`src/sv/tdls_pkg.sv`:
```
// ----------------------------------------------------------------------------
// tdls_pkg
// Shared widths, codes, configuration and result types of the door sequencer.
// ----------------------------------------------------------------------------
package tdls_pkg;

  localparam int TIMER_WIDTH = 16;
  localparam int CMD_W       = 16;
  localparam int CFG_W       = 16;
  localparam int SPEED_W     = 8;
  localparam int CFG_IDX_W   = 3;
  localparam int OP_W        = 2;
  // timers and 16-bit limits are compared at a common width
  localparam int CMP_W       = (TIMER_WIDTH > CFG_W) ? TIMER_WIDTH : CFG_W;

  typedef logic [TIMER_WIDTH-1:0] timer_t;
  typedef logic [CMD_W-1:0]       cmd_t;
  typedef logic [SPEED_W-1:0]     speed_t;
  typedef logic [CFG_W-1:0]       cfg_word_t;
  typedef logic [OP_W-1:0]        op_t;

  localparam timer_t TIMER_MAX = '1;

  // item operation codes
  localparam op_t OP_TICK = 2'd0;
  localparam op_t OP_APP  = 2'd1;
  localparam op_t OP_RC   = 2'd2;

  // the app uses fixed codes
  localparam cmd_t APP_OPEN_CODE  = 16'd1;
  localparam cmd_t APP_CLOSE_CODE = 16'd0;

  // configuration register indexes
  localparam logic [CFG_IDX_W-1:0] CFG_RC_OPEN      = 3'd0;
  localparam logic [CFG_IDX_W-1:0] CFG_RC_CLOSE     = 3'd1;
  localparam logic [CFG_IDX_W-1:0] CFG_LEAF_A_SPEED = 3'd2;
  localparam logic [CFG_IDX_W-1:0] CFG_LEAF_B_SPEED = 3'd3;
  localparam logic [CFG_IDX_W-1:0] CFG_OPEN_TICKS   = 3'd4;
  localparam logic [CFG_IDX_W-1:0] CFG_CLOSE_TICKS  = 3'd5;
  localparam logic [CFG_IDX_W-1:0] CFG_FLASH_TICKS  = 3'd6;

  // configuration reset values
  localparam cmd_t      RST_RC_OPEN     = 16'd1;
  localparam cmd_t      RST_RC_CLOSE    = 16'd0;
  localparam speed_t    RST_SPEED       = 8'd255;
  localparam cfg_word_t RST_OPEN_TICKS  = 16'd13000;
  localparam cfg_word_t RST_CLOSE_TICKS = 16'd15000;
  localparam cfg_word_t RST_FLASH_TICKS = 16'd750;

  typedef struct packed {
    cmd_t      rc_open_code;
    cmd_t      rc_close_code;
    speed_t    leaf_a_speed;
    speed_t    leaf_b_speed;
    cfg_word_t open_ticks;
    cfg_word_t close_ticks;
    cfg_word_t flash_ticks;
  } cfg_t;

  typedef struct packed {
    op_t  op;
    cmd_t command;
  } item_t;

  typedef struct packed {
    logic [1:0] door_phase;
    logic       leaf_a_dir;
    speed_t     leaf_a_duty;
    logic       leaf_b_dir;
    speed_t     leaf_b_duty;
    logic       lift_drv_en;
    logic       leaf_b_drv_en;
    logic       small_lights;
    logic       big_lights_off;
  } res_t;

endpackage

```
`src/sv/tdls_in_if.sv`:
```
// ----------------------------------------------------------------------------
// tdls_in_if
// Item channel of the door sequencer: tick or command poll.
// ----------------------------------------------------------------------------
interface tdls_in_if;
  import tdls_pkg::*;

  logic valid;
  logic ready;
  op_t  op;
  cmd_t command;

  modport source (output valid, output op, output command, input ready);
  modport sink   (input valid, input op, input command, output ready);

endinterface

```
`src/sv/tdls_out_if.sv`:
```
// ----------------------------------------------------------------------------
// tdls_out_if
// Result channel of the door sequencer: phase, motor drive and light levels.
// ----------------------------------------------------------------------------
interface tdls_out_if;
  import tdls_pkg::*;

  logic       valid;
  logic       ready;
  logic [1:0] door_phase;
  logic       leaf_a_dir;
  speed_t     leaf_a_duty;
  logic       leaf_b_dir;
  speed_t     leaf_b_duty;
  logic       lift_drv_en;
  logic       leaf_b_drv_en;
  logic       small_lights;
  logic       big_lights_off;

  modport source (
    output valid, output door_phase, output leaf_a_dir, output leaf_a_duty,
    output leaf_b_dir, output leaf_b_duty, output lift_drv_en,
    output leaf_b_drv_en, output small_lights, output big_lights_off,
    input  ready
  );
  modport sink (
    input  valid, input door_phase, input leaf_a_dir, input leaf_a_duty,
    input  leaf_b_dir, input leaf_b_duty, input lift_drv_en,
    input  leaf_b_drv_en, input small_lights, input big_lights_off,
    output ready
  );

endinterface

```
`src/sv/timed_door_launch_sequencer_top.sv`:
```
// ----------------------------------------------------------------------------
// timed_door_launch_sequencer_top
// Four-phase door controller driven by millisecond ticks and command polls.
// ----------------------------------------------------------------------------
// in_ch carries one item per transfer: a tick (op 0) or an app / RC command
// poll (op 1 / op 2) with its command value. Each item gives exactly one
// result on out_ch: door phase, motor direction and duty, driver enables,
// small light level and the big-lights-off flag of that step.
// Registers are written through cfg_we / cfg_index / cfg_wdata; the user must
// write them only while the block is idle; the block itself does not enforce
// it. Unknown indexes are ignored. The input register feeds the phase machine,
// which loads the result register. Throughput is one item per cycle while the
// receiver keeps up; the phase machine updates once per item.
// Reset puts the door in the opened phase with motors stopped, clears timers,
// previous commands, lights and driver enables, and loads the register
// defaults. When the receiver stalls, the result register holds and one more
// item can wait in the input register before in_ch.ready drops.
// ----------------------------------------------------------------------------
module timed_door_launch_sequencer_top (
  input  logic                             clk,
  input  logic                             rst_n,
  input  logic                             cfg_we,
  input  logic [tdls_pkg::CFG_IDX_W-1:0]   cfg_index,
  input  logic [tdls_pkg::CFG_W-1:0]       cfg_wdata,
  tdls_in_if.sink                          in_ch,
  tdls_out_if.source                       out_ch
);
  import tdls_pkg::*;

  cfg_t  cfg_r;
  item_t item_r;
  logic  s1_valid_r;
  logic  out_valid_r;
  logic  adv;
  logic  ld;
  logic  in_xfer;
  res_t  res;

  assign adv          = !out_valid_r || out_ch.ready;
  assign ld           = s1_valid_r && adv;
  assign in_ch.ready  = !s1_valid_r || adv;
  assign in_xfer      = in_ch.valid && in_ch.ready;

  always_ff @(posedge clk) begin
    if (!rst_n) begin
      cfg_r.rc_open_code  <= RST_RC_OPEN;
      cfg_r.rc_close_code <= RST_RC_CLOSE;
      cfg_r.leaf_a_speed  <= RST_SPEED;
      cfg_r.leaf_b_speed  <= RST_SPEED;
      cfg_r.open_ticks    <= RST_OPEN_TICKS;
      cfg_r.close_ticks   <= RST_CLOSE_TICKS;
      cfg_r.flash_ticks   <= RST_FLASH_TICKS;
    end else if (cfg_we) begin
      unique case (cfg_index)
        CFG_RC_OPEN:      cfg_r.rc_open_code  <= cfg_wdata;
        CFG_RC_CLOSE:     cfg_r.rc_close_code <= cfg_wdata;
        CFG_LEAF_A_SPEED: cfg_r.leaf_a_speed  <= cfg_wdata[SPEED_W-1:0];
        CFG_LEAF_B_SPEED: cfg_r.leaf_b_speed  <= cfg_wdata[SPEED_W-1:0];
        CFG_OPEN_TICKS:   cfg_r.open_ticks    <= cfg_wdata;
        CFG_CLOSE_TICKS:  cfg_r.close_ticks   <= cfg_wdata;
        CFG_FLASH_TICKS:  cfg_r.flash_ticks   <= cfg_wdata;
        default: ;
      endcase
    end
  end

  always_ff @(posedge clk) begin
    if (!rst_n) begin
      s1_valid_r  <= 1'b0;
      out_valid_r <= 1'b0;
    end else begin
      if (in_xfer)  s1_valid_r <= 1'b1;
      else if (adv) s1_valid_r <= 1'b0;
      if (ld)                out_valid_r <= 1'b1;
      else if (out_ch.ready) out_valid_r <= 1'b0;
    end
  end

  always_ff @(posedge clk) begin
    if (in_xfer) begin
      item_r.op      <= in_ch.op;
      item_r.command <= in_ch.command;
    end
  end

  tdls_core u_core (
    .clk   (clk),
    .rst_n (rst_n),
    .ld    (ld),
    .item  (item_r),
    .cfg   (cfg_r),
    .res_r (res)
  );

  assign out_ch.valid          = out_valid_r;
  assign out_ch.door_phase     = res.door_phase;
  assign out_ch.leaf_a_dir     = res.leaf_a_dir;
  assign out_ch.leaf_a_duty    = res.leaf_a_duty;
  assign out_ch.leaf_b_dir     = res.leaf_b_dir;
  assign out_ch.leaf_b_duty    = res.leaf_b_duty;
  assign out_ch.lift_drv_en    = res.lift_drv_en;
  assign out_ch.leaf_b_drv_en  = res.leaf_b_drv_en;
  assign out_ch.small_lights   = res.small_lights;
  assign out_ch.big_lights_off = res.big_lights_off;

endmodule

```
`src/sv/tdls_core.sv`:
```
// ----------------------------------------------------------------------------
// tdls_core
// Door phase machine, timers and light flasher; registers one result per item.
// ----------------------------------------------------------------------------
module tdls_core (
  input  logic           clk,
  input  logic           rst_n,
  input  logic           ld,
  input  tdls_pkg::item_t item,
  input  tdls_pkg::cfg_t  cfg,
  output tdls_pkg::res_t  res_r
);
  import tdls_pkg::*;

  typedef enum logic [1:0] {
    PH_OPENING = 2'd0,
    PH_OPENED  = 2'd1,
    PH_CLOSING = 2'd2,
    PH_CLOSED  = 2'd3
  } phase_t;

  typedef enum logic [1:0] {
    MM_STOP  = 2'd0,
    MM_OPEN  = 2'd1,
    MM_CLOSE = 2'd2
  } motor_t;

  phase_t phase_r, phase_nxt;
  motor_t motor_r, motor_nxt;
  cmd_t   prev_app_r, prev_app_nxt;
  cmd_t   prev_rc_r, prev_rc_nxt;
  timer_t phase_timer_r, phase_timer_nxt;
  timer_t flash_timer_r, flash_timer_nxt;
  logic   light_r, light_nxt;
  logic   drv_en_r, drv_en_nxt;
  logic   flashed;
  res_t   res_nxt;

  logic      is_app;
  cmd_t      prev_cmd;
  cmd_t      open_code;
  cmd_t      close_code;
  logic      changed;
  cfg_word_t limit;
  logic      drive;

  assign is_app     = (item.op == OP_APP);
  assign prev_cmd   = is_app ? prev_app_r : prev_rc_r;
  assign open_code  = is_app ? APP_OPEN_CODE : cfg.rc_open_code;
  assign close_code = is_app ? APP_CLOSE_CODE : cfg.rc_close_code;
  assign changed    = (item.command != prev_cmd);
  assign limit      = (phase_r == PH_OPENING) ? cfg.open_ticks : cfg.close_ticks;

  always_comb begin
    phase_nxt       = phase_r;
    motor_nxt       = motor_r;
    prev_app_nxt    = prev_app_r;
    prev_rc_nxt     = prev_rc_r;
    phase_timer_nxt = phase_timer_r;
    flash_timer_nxt = flash_timer_r;
    light_nxt       = light_r;
    drv_en_nxt      = drv_en_r;
    flashed         = 1'b0;

    unique case (item.op)
      OP_TICK: begin
        if (phase_timer_r != TIMER_MAX) phase_timer_nxt = phase_timer_r + timer_t'(1);
        if (flash_timer_r != TIMER_MAX) flash_timer_nxt = flash_timer_r + timer_t'(1);
      end
      OP_APP, OP_RC: begin
        if (is_app) prev_app_nxt = item.command;
        else        prev_rc_nxt  = item.command;
        unique case (phase_r)
          PH_CLOSED: begin
            if (changed && item.command == open_code) begin
              phase_nxt       = PH_OPENING;
              phase_timer_nxt = '0;
            end
          end
          PH_OPENED: begin
            if (changed && item.command == close_code) begin
              phase_nxt       = PH_CLOSING;
              phase_timer_nxt = '0;
            end
          end
          PH_OPENING, PH_CLOSING: begin
            if (CMP_W'(phase_timer_r) < CMP_W'(limit)) begin
              motor_nxt  = (phase_r == PH_OPENING) ? MM_OPEN : MM_CLOSE;
              drv_en_nxt = 1'b1;
              flashed    = 1'b1;
              if (CMP_W'(flash_timer_r) > CMP_W'(cfg.flash_ticks)) begin
                light_nxt       = ~light_r;
                flash_timer_nxt = '0;
              end
            end else begin
              // move is over: stop and settle in the end phase
              motor_nxt = MM_STOP;
              phase_nxt = (phase_r == PH_OPENING) ? PH_OPENED : PH_CLOSED;
              light_nxt = 1'b0;
            end
          end
          default: ;
        endcase
      end
      default: ;
    endcase
  end

  assign drive = (motor_nxt == MM_OPEN) || (motor_nxt == MM_CLOSE);

  always_comb begin
    res_nxt.door_phase     = 2'(phase_nxt);
    res_nxt.leaf_a_dir     = (motor_nxt == MM_OPEN);
    res_nxt.leaf_a_duty    = drive ? cfg.leaf_a_speed : '0;
    res_nxt.leaf_b_dir     = (motor_nxt == MM_OPEN);
    res_nxt.leaf_b_duty    = drive ? cfg.leaf_b_speed : '0;
    res_nxt.lift_drv_en    = drv_en_nxt;
    res_nxt.leaf_b_drv_en  = drv_en_nxt;
    res_nxt.small_lights   = light_nxt;
    res_nxt.big_lights_off = flashed;
  end

  always_ff @(posedge clk) begin
    if (!rst_n) begin
      phase_r       <= PH_OPENED;
      motor_r       <= MM_STOP;
      prev_app_r    <= '0;
      prev_rc_r     <= '0;
      phase_timer_r <= '0;
      flash_timer_r <= '0;
      light_r       <= 1'b0;
      drv_en_r      <= 1'b0;
    end else if (ld) begin
      phase_r       <= phase_nxt;
      motor_r       <= motor_nxt;
      prev_app_r    <= prev_app_nxt;
      prev_rc_r     <= prev_rc_nxt;
      phase_timer_r <= phase_timer_nxt;
      flash_timer_r <= flash_timer_nxt;
      light_r       <= light_nxt;
      drv_en_r      <= drv_en_nxt;
      res_r         <= res_nxt;
    end
  end

  // drivers stay enabled once latched
  a_drv_latched: assert property (@(posedge clk) disable iff (!rst_n)
    drv_en_r |=> drv_en_r)
    else $error("driver enable dropped");

  // motors only run during a move
  a_motor_moving: assert property (@(posedge clk) disable iff (!rst_n)
    (motor_r != MM_STOP) |-> (phase_r == PH_OPENING || phase_r == PH_CLOSING))
    else $error("motor running outside a move");

  // warning light is dark when the door is at rest
  a_light_moving: assert property (@(posedge clk) disable iff (!rst_n)
    light_r |-> (phase_r == PH_OPENING || phase_r == PH_CLOSING))
    else $error("light on outside a move");

  // a result that flashed always drives the motors
  a_flash_drive: assert property (@(posedge clk) disable iff (!rst_n)
    (ld && flashed) |=> (res_r.leaf_a_dir == (phase_r == PH_OPENING)) && drv_en_r)
    else $error("flash step without drive");

endmodule

```
`src/flat_wrapper.sv`:
```
// flat-port wrapper written by rule: the top's interface ports become plain ports
module timed_door_launch_sequencer_top_flat import tdls_pkg::*;
  (clk, rst_n, cfg_we, cfg_index, cfg_wdata, in_ch_valid, in_ch_op, in_ch_command, in_ch_ready, out_ch_valid, out_ch_door_phase, out_ch_leaf_a_dir, out_ch_leaf_a_duty, out_ch_leaf_b_dir, out_ch_leaf_b_duty, out_ch_lift_drv_en, out_ch_leaf_b_drv_en, out_ch_small_lights, out_ch_big_lights_off, out_ch_ready);
  tdls_in_if in_ch_i ();
  tdls_out_if out_ch_i ();
  input  logic clk;
  input  logic rst_n;
  input  logic cfg_we;
  input  logic [tdls_pkg::CFG_IDX_W-1:0] cfg_index;
  input  logic [tdls_pkg::CFG_W-1:0] cfg_wdata;
  input wire logic [$bits(in_ch_i.valid)-1:0] in_ch_valid;
  input wire logic [$bits(in_ch_i.op)-1:0] in_ch_op;
  input wire logic [$bits(in_ch_i.command)-1:0] in_ch_command;
  output wire logic [$bits(in_ch_i.ready)-1:0] in_ch_ready;
  output wire logic [$bits(out_ch_i.valid)-1:0] out_ch_valid;
  output wire logic [$bits(out_ch_i.door_phase)-1:0] out_ch_door_phase;
  output wire logic [$bits(out_ch_i.leaf_a_dir)-1:0] out_ch_leaf_a_dir;
  output wire logic [$bits(out_ch_i.leaf_a_duty)-1:0] out_ch_leaf_a_duty;
  output wire logic [$bits(out_ch_i.leaf_b_dir)-1:0] out_ch_leaf_b_dir;
  output wire logic [$bits(out_ch_i.leaf_b_duty)-1:0] out_ch_leaf_b_duty;
  output wire logic [$bits(out_ch_i.lift_drv_en)-1:0] out_ch_lift_drv_en;
  output wire logic [$bits(out_ch_i.leaf_b_drv_en)-1:0] out_ch_leaf_b_drv_en;
  output wire logic [$bits(out_ch_i.small_lights)-1:0] out_ch_small_lights;
  output wire logic [$bits(out_ch_i.big_lights_off)-1:0] out_ch_big_lights_off;
  input wire logic [$bits(out_ch_i.ready)-1:0] out_ch_ready;
  assign in_ch_i.valid = in_ch_valid;
  assign in_ch_i.op = in_ch_op;
  assign in_ch_i.command = in_ch_command;
  assign in_ch_ready = in_ch_i.ready;
  assign out_ch_valid = out_ch_i.valid;
  assign out_ch_door_phase = out_ch_i.door_phase;
  assign out_ch_leaf_a_dir = out_ch_i.leaf_a_dir;
  assign out_ch_leaf_a_duty = out_ch_i.leaf_a_duty;
  assign out_ch_leaf_b_dir = out_ch_i.leaf_b_dir;
  assign out_ch_leaf_b_duty = out_ch_i.leaf_b_duty;
  assign out_ch_lift_drv_en = out_ch_i.lift_drv_en;
  assign out_ch_leaf_b_drv_en = out_ch_i.leaf_b_drv_en;
  assign out_ch_small_lights = out_ch_i.small_lights;
  assign out_ch_big_lights_off = out_ch_i.big_lights_off;
  assign out_ch_i.ready = out_ch_ready;
  timed_door_launch_sequencer_top u_core (.clk(clk), .rst_n(rst_n), .cfg_we(cfg_we), .cfg_index(cfg_index), .cfg_wdata(cfg_wdata), .in_ch(in_ch_i), .out_ch(out_ch_i));
endmodule
```
`config.mk`:
```
export PLATFORM = sky130hd
export DESIGN_NAME = timed_door_launch_sequencer_top_flat
export DESIGN_NICKNAME = d
export VERILOG_FILES = /design/src/sv/tdls_pkg.sv /design/src/sv/tdls_in_if.sv /design/src/sv/tdls_out_if.sv /design/src/sv/timed_door_launch_sequencer_top.sv /design/src/sv/tdls_core.sv /design/src/flat_wrapper.sv
export SDC_FILE = /design/constraint.sdc
export NUM_CORES = 1
export LEC_CHECK = 0
export BUFFER_PORTS_ARGS = -buffer_cell sky130_fd_sc_hd__buf_2
export CAP_MARGIN = 20
export CORE_UTILIZATION = 55
export DETAILED_ROUTE_END_ITERATION = 12
export GPL_ROUTABILITY_DRIVEN = 1
export MAX_ROUTING_LAYER = met4
export PLACE_DENSITY_LB_ADDON = 0.2
export SKIP_LAST_GASP = 1
export SLEW_MARGIN = 0
export SYNTH_ARGS = -nofsm -noshare
export SYNTH_HDL_FRONTEND = slang
export SYNTH_SLANG_ARGS = --single-unit
```
`constraint.sdc`:
```
create_clock -name clk -period 4.95 [get_ports clk]
set_input_delay 0.7425 -clock clk [delete_from_list [all_inputs] [get_ports clk]]
set_output_delay 0.7425 -clock clk [all_outputs]
set_load 0.03 [all_outputs]
```
== After elaboration in Yosys (flattened, before gate mapping) ==
Cells that the tools add are included.

* Register bits: 208
* Input bits: 42
* Output and inout bits: 26
* Logic and storage cells: 124

* Add/sub/neg operators: 2
* Magnitude comparators: 2
* Equality and inequality tests: 26
* Multiplexer cells: 36
* Bitwise gates (word level): 2
* Reduce and logical (&&, ||, !) cells: 30

{| class="wikitable"
|+ Operators with widths
! cell !! number
|-
| 2-to-1 mux 16 bit || 11
|-
| case mux 16 bit (2 select lines) || 3
|-
| adder 16 x 1 -> 16 bit, second input constant || 2
|-
| equality test 16 bit || 2
|-
| != test 16 bit, second input constant || 2
|-
| 2-to-1 mux 2 bit || 9
|-
| AND reduction 2 bit || 9
|-
| > comparator 16 bit || 1
|-
| < comparator 16 bit || 1
|-
| != test 16 bit || 1
|-
| 2-to-1 mux 1 bit || 12
|-
| AND reduction 6 bit || 2
|-
| != test 2 bit, second input constant || 5
|-
| equality test 3 bit, second input constant || 3
|-
| equality test 2 bit, second input constant || 4
|-
| equality test 2 x 1 -> 1 bit, second input constant || 3
|-
| equality test 3 x 2 -> 1 bit, second input constant || 2
|-
| != test 3 bit, second input constant || 2
|-
| case mux 2 bit (3 select lines) || 1
|-
| AND reduction 3 bit || 2
|-
| nonzero test 2 bit || 3
|-
| logical AND 1 bit || 4
|-
| logical NOT 2 bit || 2
|-
| OR reduction 2 bit || 2
|-
| other kinds (6) || 10
|}

== Depth between registers and ports, before layout ==
Gate-level depths: netlist (run 1).

* Depth after elaboration: 8
* Gate-level depth with buffers: 16
* Depth with buffers taken out: 13

== Modules after synthesis ==
Synthesis (run 1) repeated with hierarchy kept, for this count alone.

* Cells, all modules: 1141
* Area total of the unflattened synthesis: 10501.3 um^2

{| class="wikitable"
|+ Modules (own cells, without submodules)
! module !! instances !! cells each !! area an instance (um^2) !! sequential area each (um^2)
|-
| tdls_core || 1 || 764 || 6187.2 || 2062.0
|-
| timed_door_launch_sequencer_top || 1 || 377 || 4314.1 || 2502.4
|}

== Worst setup path after synthesis (run 1) ==
Ideal clock, no wire load.

* Kind: register to register
* Start: register u_core.u_core.phase_r[0]
* End: register u_core.u_core.res_r[10] (netlist bit), data pin
* Library setup time: 0.266 ns
* Data arrival time: 3.498 ns
* Required time: 4.684 ns
* Setup slack: 1.186 ns
* Stages on the path, launching flop included: 16
* Buffers on the path: 3
* Clock period less this slack: 3.764 ns
* Cell sequence: dfxtp_1 -> buf_2 -> nor2_1 -> clkbuf_1 -> mux2i_1 -> ha_1 -> a21o_1 -> a21o_1 -> a22oi_2 -> nor2b_1 -> nand2_1 -> nor2_1 -> a21oi_1 -> ha_1 -> clkbuf_1 -> nor2b_1

* Cells in the longest elaborated chain, start to end: 8
* Elaborated cells on any way between the ends: 12
* Classes of those cells: order compare (1); eq/ne (3); mux (5); reduce/logical (3)

{| class="wikitable"
|+ RTL lines
! item !! RTL line !! text
|-
| from (decl) || tdls_core.sv:28 || <nowiki>phase_t phase_r, phase_nxt;</nowiki>
|-
| from (signal assigned) || tdls_core.sv:134 || <nowiki>phase_r <= phase_nxt;</nowiki>
|-
| logical NOT 2 bit || tdls_core.sv:52, tdls_core.sv:73, tdls_core.sv:88 ||
|-
| 2-to-1 mux 16 bit || tdls_core.sv:52 || <nowiki>assign limit = (phase_r == PH_OPENING) ? cfg.open_ticks : cfg.close_ticks;</nowiki>
|-
| < comparator 16 bit || tdls_core.sv:87 || <nowiki>if (CMP_W'(phase_timer_r) < CMP_W'(limit)) begin</nowiki>
|-
| 2-to-1 mux 2 bit || tdls_core.sv:87 ||
|-
| 2-to-1 mux 2 bit * || tdls_core.sv:73 || <nowiki>unique case (phase_r)</nowiki>
|-
| 2-to-1 mux 2 bit * || tdls_core.sv:65 || <nowiki>unique case (item.op)</nowiki>
|-
| equality test 2 x 1 -> 1 bit or equality test 2 bit (tied branches) || tdls_core.sv:109 || <nowiki>assign drive = (motor_nxt == MM_OPEN) || (motor_nxt == MM_CLOSE);</nowiki>
|-
| logical OR 1 bit * || tdls_core.sv:109 ||
|-
| to (signal assigned) || tdls_core.sv:142 || <nowiki>res_r <= res_nxt;</nowiki>
|-
| to (decl) || tdls_core.sv:11 || <nowiki>output tdls_pkg::res_t res_r</nowiki>
|}

Every way passes the cells marked *; elsewhere a longest branch is shown, timed or not.
A chain may end at the register's enable or synchronous reset.

== Worst setup path in the final report (run 1) ==
* Start: register u_core.u_core.phase_r[1]
* End: register u_core.u_core.res_r[6] (netlist bit), data pin

Same word-level chain as after synthesis.

==> results of run 1 <==
[worst register-to-register path, cell delays in order (launching register included)]
cell and delay, ns:
dfxtp_1 0.40, nor2_1 0.53, buf_4 0.35, mux2i_1 0.21, ha_1 0.26, a21o_1 0.16, a21o_1 0.17, a21o_1 0.17
a22oi_2 0.26, nor2b_1 0.30, nand2_1 0.12, nor2_1 0.11, a21oi_1 0.05, ha_1 0.64, nor2b_1 0.11
[logic make-up (layout without fill, tap and decap cells)]
kind of cell,after synthesis,after routing,synth area share [%]
compound gates,251,251,14.7
xor+xnor,34,34,2.94
fa+ha+maj,37,37,4.57
buf+inv,108,153,4.85
flops,208,208,45.1
mux,32,32,3.16
simple gates,523,523,24.7
[layout by cell type, fill, tap and decap left out, types with 11 or more instances in the layout]
cell         n
nor2b_1     25
a21oi_1    134
o21ai_0     33
nand3b_1    13
ha_1        36
xnor2_1     30
clkbuf_16   23
buf_2       67
nand2_1    284
a21o_1      17
o31ai_1     18
dfxtp_1    168
nand3_1     50
mux2i_1     32
buf_4       11
or4_1       14
edfxtp_1    40
nor2_1      53
inv_1       32
[metrics by stage]
stage / utilization [%] / instances / cell area [um^2] / setup WS, ns
6_report: 62.4 / 1467 / 11200 / 0.848
5_1_grt: 62.4 / 1467 / 11200 / 0.661
4_1_cts: 62.4 / 1467 / 11200 / 0.871
3_5_place_dp: 58.2 / 1426 / 10500 / 0.930
3_3_place_gp: 58.1 / 1425 / 10500 / 1.15
2_1_floorplan: - / 1193 / 10100 / 1.19
[power by group through the flow]
stage          Sequential (uW)  Clock, uW  Combinational (uW)
5_1_grt                   1820       1800                 291
4_1_cts                   1810       1740                 263
2_1_floorplan             1830          0                 191
3_3_place_gp              1850          0                 256
6_report                  1810       1730                 265
3_5_place_dp              1850          0                 261
[final cells by class]
class | instances | area [um^2] | area share [%]
Multi-Input combinational cell | 877 | 5080 | 45.2
Timing Repair Buffer | 79 | 429 | 3.82
Tap cell | 229 | 287 | 2.55
Clock buffer | 32 | 669 | 5.95
Clock inverter | 9 | 93.8 | 0.834
Sequential cell | 208 | 4560 | 40.6
Inverter | 33 | 124 | 1.10
[layer usage]
layer  up-vias  GRT usage (%)  part of all wire (%)
li1       4215              -                     -
met1      4106           37.3                    45
met2       272           45.0                    46
met3        61           4.38                   6.2
met4         0           9.18                   2.8
met5         -              -                     0
[registers in the layout, summed over array words and instances, names as in the netlist]
name and cells:
u_core.item_r 18, u_core.u_core.motor_r 2, u_core.out_ch.valid 1, u_core.u_core.prev_rc_r 16
u_core.u_core.phase_timer_r 16, u_core.u_core.drv_en_r 1, u_core.u_core.light_r 1, u_core.s1_valid_r 1
u_core.u_core.flash_timer_r 16, u_core.u_core.prev_app_r 16, u_core.cfg_r 96, u_core.u_core.res_r 22
u_core.u_core.phase_r 2
[worst max path at each step]
stage,start,end,slack [ns],cells past startpoint
floorplan,u_core.u_core.phase_r[0]$_SDFFE_PN1P_,u_core.u_core.res_r[10]$_SDFFCE_PN0P_,1.19,15
global placement,u_core.u_core.phase_r[1]$_SDFFE_PN0P_,u_core.u_core.flash_timer_r[10]$_SDFFE_PN0P_,1.15,12
detailed placement,u_core.u_core.phase_r[1]$_SDFFE_PN0P_,u_core.u_core.res_r[6]$_SDFFCE_PN0P_,0.93,14
CTS,u_core.u_core.phase_r[1]$_SDFFE_PN0P_,u_core.u_core.res_r[6]$_SDFFCE_PN0P_,0.87,14
global route,u_core.u_core.phase_r[0]$_SDFFE_PN1P_,u_core.u_core.res_r[11]$_SDFFCE_PN0P_,0.66,14
finish,u_core.u_core.phase_r[1]$_SDFFE_PN0P_,u_core.u_core.res_r[6]$_SDFFCE_PN0P_,0.85,14
==> results.md, run 1 <==
* Hold_sp: in_ch_command[0]
* Starting Density at 56.2%
* Worst-path maximum fanout at 16
* CTS resizes at 0
* Min-delay worst type: in2reg
* Syn Nets at 1272
* Max cap viols at 0
* Syn Std Cell Area at 10100 um^2
* Number of synthesized flops with an enable pin at 40
* Filler Cell Count at 1586
* Clock root cell: clkbuf_16
* Hold depth at 1
* Vias at roughly 8700
* Number of global-route vias before repair at about 8000
* Status: finished clean
* Final Max Tran Viols at 0
* Register area share after synthesis at 45.1%
* Most common flop cell mapped by yosys: dfxtp_1
* Crit-path slowest cell: ha_1
* Hpwl dp at 17.3 mm
* Slew headroom at 33.8%
* Internal power at 2900 uW
* WP buf/inv at 1
* Synthesis-stage register bit count at 208
* CTS tree: done
* Worst r2r src: u_core.u_core.phase_r[1]$_SDFFE_PN0P_
* Crit path required time at 5.18 ns
* Drt pass-1 iters at 6
* Fmax achieved at 244 MHz
* Unrepaired setup endpoints after global routing: no
* LEAKAGE at roughly 0.0042 uW
* R2r setup slk at between 0.8 and 0.9 ns
* Clock skew at 0.0121 ns
* Largest net degree at the start of global routing at 46
* CTS Buffer Depth at 3
* Clk network pwr share at 45.4%
* FP Rows at 49
* Sequential share of power at between 40 and 50%
* Cell variety after synth at 58
* Final min period at roughly 4.1 ns
* Worst reg2reg endpoint: u_core.u_core.res_r[6]$_SDFFCE_PN0P_
* Largest area contributor in the netlist: dfxtp_1
* Cells after synthesis at 1193
* Tot Pwr at 3800 uW
* Most frequent CP cell: a21o_1
* Vias per Instance at just under 6
* Synth top area cells: dfxtp_1 (33%), edfxtp_1 (12%), nand2_1 (11%), a21oi_1 (6.6%), ha_1 (4.6%)
* Actual slew at the worst max-slew pin at 0.993 ns
* Maximum vdd drop at 0.294 mV
* TritonCTS Buffers at 23
* Minimum hold slack at approximately 0.42 ns
* Worst Hold Path EP: u_core.item_r[0]$_DFFE_PP_
* CP arrival at between 4 and 5 ns
* Combinational Power Share at around 7%
* Tot GR Track Use at between 20% and 30%
* Setup-failing EPs final at 0
* First-pass GRT wire length at just over 40 mm
* Syn_area_per_cell at 8.49 um^2
* Grt ovf at 0
* IO Port Bufs at between 60 and 70
* Clock-pin slew on the worst setup and hold paths at approximately 0.06 ns
* CP top delay family: simple AND/OR/NAND/NOR gates
* Die width at 138 um
* Post-route setup TNS at 0 ns
* Die height at 138 um
* Max incr delay on CP at between 0.6 and 0.7 ns
* Most frequent cell after synthesis: nand2_1
* DRT antenna net count at 0
* Area delta synth->final at 11.0%
* Avg WL per Cell at between 15 and 20 um
* Crit path launch type: register
* Final hold violation count at 0
* Critical path start-end classification: reg2reg
* Power per standard cell area at 338 nW/um^2
* GPL Wtd Cong at 0.871
* Post-layout nets at about 1300
* Critical-path cell list: nor2_1 -> buf_4 -> mux2i_1 -> ha_1 -> a21o_1 -> a21o_1 -> a21o_1 -> a22oi_2 -> nor2b_1 -> nand2_1 -> nor2_1 -> a21oi_1 -> ha_1 -> nor2b_1
* I/O pin cnt at 68
* Switching power total at 907 uW
* Synth top cells by count: nand2_1 (284), dfxtp_1 (168), a21oi_1 (134), nor2_1 (54), nand3_1 (50)
* Clk sinks at 208
* Clock latency at the later pin of the worst-skew pair at 0.51 ns
* Worst R2R Path Depth at 14
* Core ar. at 18000 um^2
* Setup Fix Bufs, Post-CTS at 0
* Diode count at 0
* Detailed Route Iter0 Violations at 545
* Final Cycle Share at 82.9%
* Initial antenna violation count at 0
* H-Tree Depth at 1
* Share of cells above drive strength 1 at a little over a tenth
* Synth top area share at 33.2%
* Yosys warnings at 0
* WL final at roughly 26 mm
* Die Footprint at about 19000 um^2
* Sw Ratio at 23.8%
* CP endpoint kind: register
* Hold buffers post-CTS at 0
* DRC at 0
* FFs w/ async S/R, synth at 0%
Note: power is estimated with default switching activity, not from simulation.
==> run 2: changes to the inputs <==
Settings changed: ABC_AREA set to 1.
Clock period 4.95 ns to 4.2 ns, I/O delays scaled along.
==> run 2 against run 1 <==
The run now ends with DRC left. Total power grew 19%. Worst hold slack lost 0.14 ns. Critical path depth shrank 3. Die area grew 1.8%. Sequential cell count is the same. Utilization grew 0.87 points. Count of clock-buffer cells in the layout is the same.
==> results.md, run 2 <==
* Diode count at 0
* FFs w/ async S/R, synth at 0%
* CP arrival at approximately 3.7 ns
* Syn_area_per_cell at 7.50 um^2
* Register area share after synthesis at 44.3%
* Largest reg by FF count: u_core.cfg_r
* Clk network pwr share at 42.9%
* IO Port Bufs at 67
* Crit-path slowest cell: ha_1
* Avg WL per Cell at 15.4 um
* Final hold violation count at 0
* Most frequent cell after synthesis: nand2_1
* Top Registers: u_core.cfg_r x96, u_core.u_core.res_r x22, u_core.item_r x18
* DRC at 2
* Maximum vdd drop at 0.359 mV
* Clock-pin slew on the worst setup and hold paths at 0.06 ns
* Cell variety after synth at 36
* Hold buffers post-CTS at 0
* Setup-failing EPs final at 0
* Critical path start-end classification: reg2reg
* TritonCTS Buffers at 23
* Filler Cell Count at 1658
* Min-delay worst type: in2reg
* Crit path required time at 4.45 ns
* Slew headroom at 30.5%
* Post-layout nets at 1501
* Synthesis-stage register bit count at approximately 210
* Vias at 9111
* Cells after synthesis at 1376
* Number of synthesized flops with an enable pin at 40
* Vias per Instance at 5.46
* Grt ovf at 0
* Crit path launch type: register
* CTS tree: done
* WL final at 25.6 mm
* Final Max Tran Viols at 0
* Largest area contributor in the netlist: dfxtp_1
* Hpwl dp at 17.2 mm
* Max incr delay on CP at 0.65 ns
* Synth top area cells: dfxtp_1 (33%), edfxtp_1 (12%), nand2_1 (11%), nor2_1 (9.0%), nand3_1 (4.5%)
* Die height at 139 um
* CP top delay family: adder cells
* Worst-path maximum fanout at 17
* First-pass GRT wire length at ~42 mm
* GPL Wtd Cong at between 0.8 and 0.9
* Die Footprint at 19300 um^2
* Clock latency at the later pin of the worst-skew pair at around 0.53 ns
* DP Cell Count at 1626
* Clock skew at 0.0141 ns
* Number of global-route vias before repair at 8315
* Combinational Power Share at a little under a tenth
* Critical-path cell list: nor2_4 -> mux2i_1 -> ha_1 -> a21oi_1 -> o21ai_0 -> a21oi_1 -> nand4_1 -> o21ai_0 -> inv_1 -> ha_1 -> nor2_1
* Most frequent cells in the layout: nand2_1 (298), nor2_1 (245), dfxtp_1 (168)
* Share of cells above drive strength 1 at slightly above 10%
* Setup Fix Bufs, Post-CTS at 0
* Core ar. at approximately 18000 um^2
* Max reg flops at 96
* Die width at about 140 um
* I/O pin cnt at 68
* CTS resizes at 0
* Sequential share of power at between 40% and 50%
* Status: finished with violations
* Post-route setup TNS at 0 ns
* Fmax achieved at 293 MHz
* Switching power total at 1170 uW
* Actual slew at the worst max-slew pin at between 1 and 1.5 ns
* Syn Std Cell Area at 10300 um^2
* H-Tree Depth at 1
* Clk sinks at about 210
* Synth top cells by count: nand2_1 (298), nor2_1 (246), dfxtp_1 (168), inv_1 (103), nand3_1 (93)
* Final Cycle Share at 81.4%
* Starting Density at 56.8%
* Most common flop cell mapped by yosys: dfxtp_1
* Detailed Route Iter0 Violations at 728
* Synth top area share at 32.6%
* Max cap viols at 0
* CTS Buffer Depth at 3
* Initial antenna violation count at 0
* Internal power at 3350 uW
* Area delta synth->final at 11.3%
* Finished Layout Cells at 1668
* Failing checks: DRC
* Drt pass-1 iters at 11
* WP buf/inv at 1
* FP Rows at 49
* Syn Nets at 1455
* Unrepaired setup endpoints after global routing: no
* Largest net degree at the start of global routing at 79
* Yosys warnings at 0
* DRT antenna net count at 0
* Power per standard cell area at around 400 nW/um^2
* CP endpoint kind: register
* Final min period at between 3 and 4 ns
* Commonest non-fill, non-tap cell in the layout: nand2_1
* Tot GR Track Use at 27.7%
* Clock root cell: clkbuf_16
* Sw Ratio at 25.9%
* LEAKAGE at 0.00497 uW
==> run 2: layout make-up <==
class | instances | area [um^2] | share of cell area (%)
multi-input cells | 996 | 5030 | 43.9
flip-flops and latches | 208 | 4560 | 39.8
clock buffers | 32 | 662 | 5.77
repair buffers | 84 | 463 | 4.03
inverters | 109 | 409 | 3.56
well taps | 229 | 287 | 2.50
clock inverters | 10 | 61.3 | 0.534
==> run 2: per-layer routing <==
metal,global-route usage [%],part of all wire [%],vias to the layer above
met1,35.8,44,4187
met2,45.4,47,287
met3,3.45,6.3,45
met5,-,0,-
met4,8.48,2.3,0
li1,-,-,4592
==> run 2: kinds of logic after synthesis <==
group | after synthesis | share of synthesized area, %
AND/OR/NAND/NOR | 699 | 28.5
flip-flops | 208 | 44.3
AO/OA/AOI/OAI | 207 | 11.1
buffers and inverters | 172 | 6.96
XOR/XNOR | 38 | 3.23
adder cells (fa/ha/maj) | 37 | 4.49
multiplexers | 15 | 1.46
==> run 2: worst paths after layout <==
check / from / endpoint / slack (ns) / cells after the start
max: u_core.u_core.phase_r[0]$_SDFFE_PN1P_ / u_core.u_core.res_r[16]$_SDFFCE_PN0P_ / 0.78 / 11
min: in_ch_command[14] / u_core.item_r[14]$_DFFE_PP_ / 0.28 / 1
max reg2reg: u_core.u_core.phase_r[0]$_SDFFE_PN1P_ / u_core.u_core.res_r[16]$_SDFFCE_PN0P_ / 0.78 / 11
min reg2reg: u_core.u_core.prev_rc_r[15]$_SDFFE_PN0P_ / u_core.u_core.prev_rc_r[15]$_SDFFE_PN0P_ / 0.45 / 2
==> run 2: per-stage QoR <==
stage	worst slack [ns]	total power (uW)	cell area [um^2]	util [%]	hold slack [ns]
detailed placement	0.792	2620	10800	59.3	0.443
finish	0.782	4520	11500	63.3	0.276
global placement	0.917	2600	10800	59.3	0.441
CTS	0.773	4530	11500	63.3	0.269
floorplan	0.745	2480	10300	-	0.424
global route	0.466	4670	11500	63.3	0.266
==> run 2: power groups by stage <==
stage | combinational, uW | clock [uW] | sequential [uW]
6_report | 422 | 1940 | 2150
5_1_grt | 471 | 2040 | 2160
4_1_cts | 421 | 1960 | 2150
3_5_place_dp | 419 | 0 | 2200
3_3_place_gp | 409 | 0 | 2200
2_1_floorplan | 280 | 0 | 2200
